### config.mk
export PLATFORM = sky130hd
export DESIGN_NAME = rd3d_front
export DESIGN_NICKNAME = d
export VERILOG_FILES = /design/src/design/rd3d_pkg.sv /design/src/design/rd3d_front.sv
export SDC_FILE = /design/constraint.sdc
export NUM_CORES = 1
export LEC_CHECK = 0
export BUFFER_PORTS_ARGS = -buffer_cell sky130_fd_sc_hd__buf_2
export CORE_ASPECT_RATIO = 1.5
export CORE_MARGIN = 8
export CORE_UTILIZATION = 51
export CTS_CLUSTER_DIAMETER = 100
export DETAILED_ROUTE_END_ITERATION = 16
export PLACE_DENSITY = 0.88
export SYNTH_ARGS = -nofsm -noshare
export SYNTH_HDL_FRONTEND = slang
export SYNTH_SLANG_ARGS = --single-unit
export TNS_END_PERCENT = 5
### constraint.sdc
create_clock -name clk -period 3.23 [get_ports clk]
set_input_delay 0.323 -clock clk [delete_from_list [all_inputs] [get_ports clk]]
set_output_delay 0.323 -clock clk [all_outputs]
set_load 0.005 [all_outputs]
### src/design/rd3d_pkg.sv
// Shared types, constants and helpers for the recursive 3D video denoiser.
package rd3d_pkg;

  // Line geometry
  localparam int MAX_LINE_WIDTH = 4096;
  localparam int COL_W          = $clog2(MAX_LINE_WIDTH);

  // Curve tables: two sets (luma, chroma) of 512 signed entries
  localparam int SLOT_W      = 9;
  localparam int TABLE_DEPTH = 2 * (1 << SLOT_W);
  localparam int TABLE_AW    = $clog2(TABLE_DEPTH);
  localparam int TABLE_W     = 9;

  // Queue between front and back, and result queue in the back
  localparam int QUEUE_DEPTH = 2;
  localparam int OUT_DEPTH   = 4;

  // Input word mode codes
  localparam logic [1:0] MODE_PIXEL    = 2'd0;
  localparam logic [1:0] MODE_SPATIAL  = 2'd1;
  localparam logic [1:0] MODE_TEMPORAL = 2'd2;

  // Operation kinds handed from front to back
  typedef enum logic [1:0] {
    OP_PIXEL,
    OP_SPATIAL,
    OP_TEMPORAL
  } op_kind_t;

  typedef struct packed {
    op_kind_t            kind;
    logic                chroma;
    logic                sof;
    logic                sol;
    logic [7:0]          cur;
    logic [7:0]          prev;
    logic [SLOT_W-1:0]   slot;
    logic [TABLE_W-1:0]  tval;
  } op_t;

  // Table slot of a signed 9-bit difference: add the bias of 256 modulo 512
  function automatic logic [SLOT_W-1:0] bias_slot(input logic [8:0] diff);
    return {~diff[8], diff[7:0]};
  endfunction

  // Table slot addressed by a lowpass of p against c
  function automatic logic [SLOT_W-1:0] diff_slot(input logic [7:0] p, input logic [7:0] c);
    logic [8:0] d;
    d = {1'b0, p} - {1'b0, c};
    return bias_slot(d);
  endfunction

endpackage

### src/design/rd3d_front.sv
// Front end: accepts input words, classifies them and queues operations for the back end.
module rd3d_front (
  input  logic                clk,
  input  logic                rst,
  input  logic                in_valid,
  output logic                in_ready,
  input  logic [1:0]          mode,
  input  logic                chroma_plane,
  input  logic                start_of_frame,
  input  logic                start_of_line,
  input  logic [7:0]          current_pixel,
  input  logic [7:0]          previous_pixel,
  input  logic signed [8:0]   table_index,
  input  logic signed [8:0]   table_value,
  output logic                head_valid,
  output rd3d_pkg::op_t       head,
  input  logic                pop
);

  localparam int QPW = $clog2(rd3d_pkg::QUEUE_DEPTH);
  localparam int QCW = $clog2(rd3d_pkg::QUEUE_DEPTH + 1);

  rd3d_pkg::op_t  q [rd3d_pkg::QUEUE_DEPTH];
  logic [QPW-1:0] wr_ptr;
  logic [QPW-1:0] rd_ptr;
  logic [QCW-1:0] count;

  rd3d_pkg::op_t  op_in;
  logic           keep;
  logic           push;

  // Classify the word; drop unused mode codes
  always_comb begin
    op_in.chroma = chroma_plane;
    op_in.sof    = start_of_frame;
    op_in.sol    = start_of_line;
    op_in.cur    = current_pixel;
    op_in.prev   = previous_pixel;
    op_in.slot   = rd3d_pkg::bias_slot(table_index);
    op_in.tval   = table_value;
    keep         = 1'b1;
    unique case (mode)
      rd3d_pkg::MODE_PIXEL:    op_in.kind = rd3d_pkg::OP_PIXEL;
      rd3d_pkg::MODE_SPATIAL:  op_in.kind = rd3d_pkg::OP_SPATIAL;
      rd3d_pkg::MODE_TEMPORAL: op_in.kind = rd3d_pkg::OP_TEMPORAL;
      default: begin
        op_in.kind = rd3d_pkg::OP_PIXEL;
        keep       = 1'b0;
      end
    endcase
  end

  assign in_ready   = (count != QCW'(rd3d_pkg::QUEUE_DEPTH));
  assign push       = in_valid && in_ready && keep;
  assign head_valid = (count != '0);
  assign head       = q[rd_ptr];

  // Store pushed operations
  always_ff @(posedge clk) begin
    if (push) begin
      q[wr_ptr] <= op_in;
    end
  end

  // Advance pointers and occupancy
  always_ff @(posedge clk) begin
    if (rst) begin
      wr_ptr <= '0;
      rd_ptr <= '0;
      count  <= '0;
    end else begin
      if (push) begin
        wr_ptr <= (wr_ptr == QPW'(rd3d_pkg::QUEUE_DEPTH - 1)) ? '0 : wr_ptr + 1'b1;
      end
      if (pop) begin
        rd_ptr <= (rd_ptr == QPW'(rd3d_pkg::QUEUE_DEPTH - 1)) ? '0 : rd_ptr + 1'b1;
      end
      if (push && !pop) begin
        count <= count + 1'b1;
      end else if (pop && !push) begin
        count <= count - 1'b1;
      end
    end
  end

endmodule

; After elaboration in Yosys (flattened, before gate mapping)
; Memory sizes are Yosys's and may differ from the RTL's. A register that Yosys moved wholly into a read port is not among the register bits.
; Cells that the tools add are included.
[op_classes]
mux = 10
div_mod_pow = 0
n_lt_le_gt_ge = 0
n_addsub = 4
eq_ne = 3
n_bitwise = 1
reduce_logical = 10
n_shift = 0
n_mul = 0
[op_table]
columns = cell, count
row1 = 1-bit two-way mux, 7
row2 = 1-bit logical AND, 4
row3 = 2-bit two-way mux, 2
row4 = 2-bit one-hot mux with 2 select lines, 1
row5 = 2-bit nonzero test, 2
row6 = 3-bit OR reduction, 1
row7 = 1-bit adder (second input constant), 2
row8 = 2-bit by 1-bit adder with 2-bit output (second input constant), 1
row9 = 2-bit by 1-bit equality test with 1-bit output (second input constant), 1
row10 = 2-bit equality test (second input constant), 1
row11 = 1-bit logical NOT, 2
row12 = 2-bit logical NOT, 1
row13 = 2-bit inequality test (second input constant), 1
row14 = 2-bit by 1-bit subtractor with 2-bit output (second input constant), 1
row15 = 1-bit NOT, 1
[word_totals]
latch_bits = 0
word_cells = 32
mem_count = 1
in_bits = 43
regBits = 4
output_inout_bits = 41
ram_bits = 78
mem_bits_ro = 0
[mem_list]
columns = name, depth, word_bits, read_ports, rd_ports_with_merged_regs, write_ports, line_no
row1 = q, 2, 39, 1, 1, 1, rd3d_front.sv:23  ; rd3d_pkg::op_t q [rd3d_pkg::QUEUE_DEPTH];

; Depth between registers and ports, before layout
[depth]
word_depth = 8
depth_mapped = 6

; Worst setup path after synthesis
; No wires, ideal clock.
[synth_path]
path_kind = register to register
startpoint = register count[0]
endpoint = memory q[0][0] (netlist name), enable pin
required_ps = 2790
stages_incl_launch_ff = 4
path_buffers = 0
t_arrival_ps = 2482
setup_slack_ps = 308
setup_time_ps = 440
path_cell_list = dfxtp_1 nand2b_4 and3_4 nor2b_1
[synth_via]
elab_chain_len = 5
[synth_rtl]
columns = element, line_no
row1 = "start, declared", rd3d_front.sv:26  ; logic [QCW-1:0] count;
row2 = "start signal, assigned", rd3d_front.sv:79  ; count <= count + 1'b1;
row3 = "start signal, assigned", rd3d_front.sv:81  ; count <= count - 1'b1;
row4 = 2-bit inequality test, rd3d_front.sv:53  ; assign in_ready = (count != QCW'(rd3d_pkg::QUEUE_DEPTH));
row5 = via in_ready, rd3d_front.sv:6  ; output logic in_ready,
row6 = 1-bit logical AND (2 in a row), rd3d_front.sv:54  ; assign push = in_valid && in_ready && keep;
row7 = 1-bit two-way mux, rd3d_front.sv:60  ; if (push) begin
row8 = 1-bit two-way mux (implied by the code), rd3d_front.sv:61  ; q[wr_ptr] <= op_in;
row9 = "end, declared", rd3d_front.sv:23
; The timed path passes the listed nets, and every way through them passes these cells.

==> metrics.txt <==
# TYPE chip_impl_metric gauge
chip_impl_info{name="status",value="finished clean"} 1
chip_impl_metric{name="vias_per_cell",unit=""} 5.01
chip_impl_metric{name="placed_cells",unit=""} 301
chip_impl_metric{name="clock-skew-final",unit="ns"} 0.00707
chip_impl_metric{name="antenna_violations_before_repair",unit=""} 0
chip_impl_metric{name="nFillCells",unit=""} 412
chip_impl_metric{name="finalCritPeriodShare",unit="%"} 66.1
chip_impl_metric{name="antennaDiodeCount",unit=""} 0
chip_impl_metric{name="final-max-slew-violation-count",unit=""} 0
chip_impl_metric{name="layoutNonFillerInstCount",unit=""} 316
chip_impl_metric{name="floorplan.die.width",unit="um"} 79.3
chip_impl_info{name="rsz0062_at_grt",value="false"} 1
chip_impl_metric{name="cts_made_buffers",unit=""} 9
chip_impl_metric{name="grt_overflow",unit=""} 0
chip_impl_metric{name="finalHoldViolations",unit=""} 0
chip_impl_metric{name="syn_inst",unit=""} 149
chip_impl_metric{name="gr-usage-all-layers",unit="%"} 12.7
chip_impl_metric{name="routed_wl",unit="um"} 5290
chip_impl_info{name="crit-reg2reg-capture",value="q[0][25]"} 1
chip_impl_metric{name="synth_area",unit="um2"} 3070
chip_impl_info{name="timing.hold.worst_endpoint",value="q[0][10]"} 1
chip_impl_metric{name="ys_ff_latch",unit=""} 83
chip_impl_metric{name="shortest_clock_period_the_worst_path_allows_after_layout",unit="ns"} 2.13
chip_impl_metric{name="h_tree_depth",unit=""} 3
chip_impl_metric{name="first_global_vias",unit=""} 1740
chip_impl_metric{name="synth_fp_nets",unit=""} 193
chip_impl_metric{name="total_of_buffers_placed_on_input_and_output_ports",unit=""} 83
chip_impl_metric{name="drt-pass1-iter-count",unit=""} 4
chip_impl_info{name="timing.critical_path.to_type",value="output pin"} 1
chip_impl_metric{name="worstMarginPinSlew",unit="ns"} 0.913
chip_impl_metric{name="routabilityCongestion",unit=""} 0.686
chip_impl_metric{name="dp_hpwl",unit="um"} 3750
chip_impl_metric{name="pin_count_of_the_biggest_net_entering_global_routing",unit=""} 40
chip_impl_info{name="crit_type",value="reg -> out"} 1
chip_impl_metric{name="final.setup.tns",unit="ns"} 0
chip_impl_metric{name="initial_utilization",unit="%"} 52.7
chip_impl_info{name="clk_root_buffer_cell",value="sky130_fd_sc_hd__clkbuf_8"} 1
chip_impl_metric{name="vias",unit=""} 1582
chip_impl_info{name="worst_setup_path_start_kind",value="flip-flop"} 1
chip_impl_metric{name="number_of_sinks_on_the_clock_net",unit=""} 83
chip_impl_metric{name="row_count",unit=""} 34
chip_impl_metric{name="cts.path.max_buffers",unit=""} 2
chip_impl_metric{name="timing.final.setup_violations",unit=""} 0
chip_impl_metric{name="core-area",unit="um2"} 5830
chip_impl_metric{name="reg2regPathDepth",unit=""} 4
chip_impl_metric{name="synth_area_per_cell",unit="um2"} 20.6
chip_impl_metric{name="yosys_warnings",unit=""} 0
chip_impl_info{name="mostFrequentLayoutCells",value="sky130_fd_sc_hd__buf_2 (83), sky130_fd_sc_hd__edfxtp_1 (78), sky130_fd_sc_hd__mux2_2 (39)"} 1
chip_impl_metric{name="floorplan.die.height",unit="um"} 111
chip_impl_metric{name="cts_post_setup_buffers_inserted",unit=""} 0
chip_impl_metric{name="maxCapViolations",unit=""} 0
chip_impl_metric{name="max_slew_margin",unit="%"} 39.2
chip_impl_metric{name="grt_pass1_wl",unit="um"} 8580
chip_impl_metric{name="post_synth_num_cell_types",unit=""} 21
chip_impl_metric{name="hold-path-cell-count",unit=""} 1
chip_impl_metric{name="cp_max_fo",unit=""} 39
chip_impl_info{name="cts_tree",value="done"} 1
chip_impl_info{name="most_common_library_cell_in_the_layout_ignoring_fill_and_taps",value="sky130_fd_sc_hd__buf_2"} 1
chip_impl_metric{name="io_pins",unit=""} 84
chip_impl_metric{name="clkSlewWorstSetupHoldPaths",unit="ns"} 0.08
chip_impl_metric{name="drt.antenna.violating_nets",unit=""} 0
chip_impl_metric{name="max_freq",unit="MHz"} 469
chip_impl_metric{name="p_leak",unit="nW"} 1.41
chip_impl_metric{name="portion_of_the_post_synthesis_area_used_by_sequential_elements",unit="%"} 79.6
chip_impl_metric{name="p_per_area",unit="nW/um2"} 609
chip_impl_metric{name="routedWlPerCell",unit="um"} 16.7
chip_impl_metric{name="die-area",unit="um2"} 8810
chip_impl_info{name="timing.hold.worst.class",value="in -> reg"} 1
chip_impl_metric{name="cts_hold_repair.buffers",unit=""} 0
chip_impl_metric{name="cts-resized-gates",unit=""} 0
chip_impl_info{name="hold_start",value="table_index[1]"} 1
chip_impl_metric{name="power.ir.vdd_worst",unit="mV"} 0.439
chip_impl_metric{name="synthToLayoutAreaGrowth",unit="%"} 22.0
chip_impl_metric{name="fraction_of_layout_cells_with_a_size_suffix_above_1",unit="%"} 58.6
chip_impl_metric{name="cp.arrival",unit="ns"} 1.81
chip_impl_info{name="regToRegStartpoint",value="count[0]"} 1
chip_impl_metric{name="required",unit="ns"} 2.91
chip_impl_metric{name="drtIter0Drc",unit=""} 97
chip_impl_metric{name="regArea",unit="um2"} 2440
chip_impl_metric{name="final_nets",unit=""} 284
chip_impl_metric{name="worst_skew_pair.late_latency",unit="ns"} 0.33
chip_impl_metric{name="multi_input_area",unit="um2"} 599
chip_impl_metric{name="drc_errors",unit=""} 0
chip_impl_metric{name="regToRegSetupSlack",unit="ns"} 1.29
-- per-stage QoR --
stage                     total power, mW  area (um2)  util (%)  setup slack (ns)  hold slack, ns
after global placement               1.62        3560      61.1              1.31           0.494
final                                2.28        3740      64.3              1.10           0.170
after global routing                 2.38        3740      64.3             0.972           0.144
after detailed placement             1.64        3560      61.1              1.27           0.506
after floorplan                      1.50        3070         -             0.308           0.392
after CTS                            2.31        3740      64.3              1.02           0.145
-- cells in the mapped netlist --
master,instances,area share [%]
sky130_fd_sc_hd__dfxtp_1,5,3.3
sky130_fd_sc_hd__mux2_4,1,0.49
sky130_fd_sc_hd__o21ai_0,1,0.16
sky130_fd_sc_hd__or2_2,1,0.20
sky130_fd_sc_hd__xnor2_1,1,0.29
sky130_fd_sc_hd__and2_1,1,0.20
sky130_fd_sc_hd__mux2_2,39,14
sky130_fd_sc_hd__edfxtp_1,78,76
sky130_fd_sc_hd__buf_2,2,0.33
sky130_fd_sc_hd__xor2_1,2,0.57
sky130_fd_sc_hd__inv_1,2,0.24
sky130_fd_sc_hd__a21oi_1,1,0.16
sky130_fd_sc_hd__nor2_1,4,0.49
sky130_fd_sc_hd__or3_1,1,0.20
sky130_fd_sc_hd__nand2b_4,1,0.45
sky130_fd_sc_hd__buf_4,1,0.24
sky130_fd_sc_hd__nand2_1,1,0.12
sky130_fd_sc_hd__and3_4,1,0.37
sky130_fd_sc_hd__buf_6,1,0.37
sky130_fd_sc_hd__ha_1,1,0.41
sky130_fd_sc_hd__nor2b_1,4,0.82
-- worst max-delay path by stage --
| stage | startpoint | endpoint | cells after the start |
|---|---|---|---|
| floorplan | count[0] | q[0][0] | 3 |
| global placement | count[0] | q[0][33] | 4 |
| detailed placement | count[0] | q[0][33] | 4 |
| CTS | flip-flop | head[30] | 2 |
| global route | flip-flop | head[30] | 2 |
| finish | flip-flop | head[30] | 2 |
-- critical path: stages, from the launching register on --
cell and delay, ns:
sky130_fd_sc_hd__dfxtp_2 0.91, sky130_fd_sc_hd__mux2_2 0.43, sky130_fd_sc_hd__buf_2 0.13
-- layer usage --
| metal | track usage (%) | vias up | wire [um] |
|---|---|---|---|
| li1 | - | 755 | - |
| met1 | 12.7 | 763 | 1930 |
| met2 | 21.1 | 54 | 2830 |
| met3 | 6.09 | 10 | 444 |
| met4 | 6.34 | 0 | 80 |
| met5 | 0 | - | 0 |
-- flip-flops by register name, summed over array words and instances, names as in the netlist, named ones only --
name / count
rd_ptr: 1
wr_ptr: 1
q: 78
count: 2
-- where the power goes --
group          switching [mW]  leakage [nW]  internal, mW  total (mW)
Clock                   0.329        0.0862         0.346       0.675
Sequential             0.0428         0.764          1.28        1.32
Combinational           0.130         0.562         0.153       0.284
-- cell families after synthesis --
group	count (synthesis)	share of synthesized area [%]
AO/OA/AOI/OAI	2	0.326
multiplexers	40	14.8
adder cells (fa/ha/maj)	1	0.408
AND/OR/NAND/NOR	14	2.85
flip-flops	83	79.6
XOR/XNOR	3	0.856
buffers and inverters	6	1.18
-- area by class of cell --
| cell class | instances | share of cell area, % |
|---|---|---|
| Tap cell | 72 | 2.41 |
| Inverter | 2 | 0.200 |
| Multi-Input combinational cell | 60 | 16.0 |
| Timing Repair Buffer | 84 | 11.3 |
| Sequential cell | 83 | 65.3 |
| Clock buffer | 9 | 3.31 |
| Clock inverter | 6 | 1.54 |
Power figures use the tool's default switching activity.
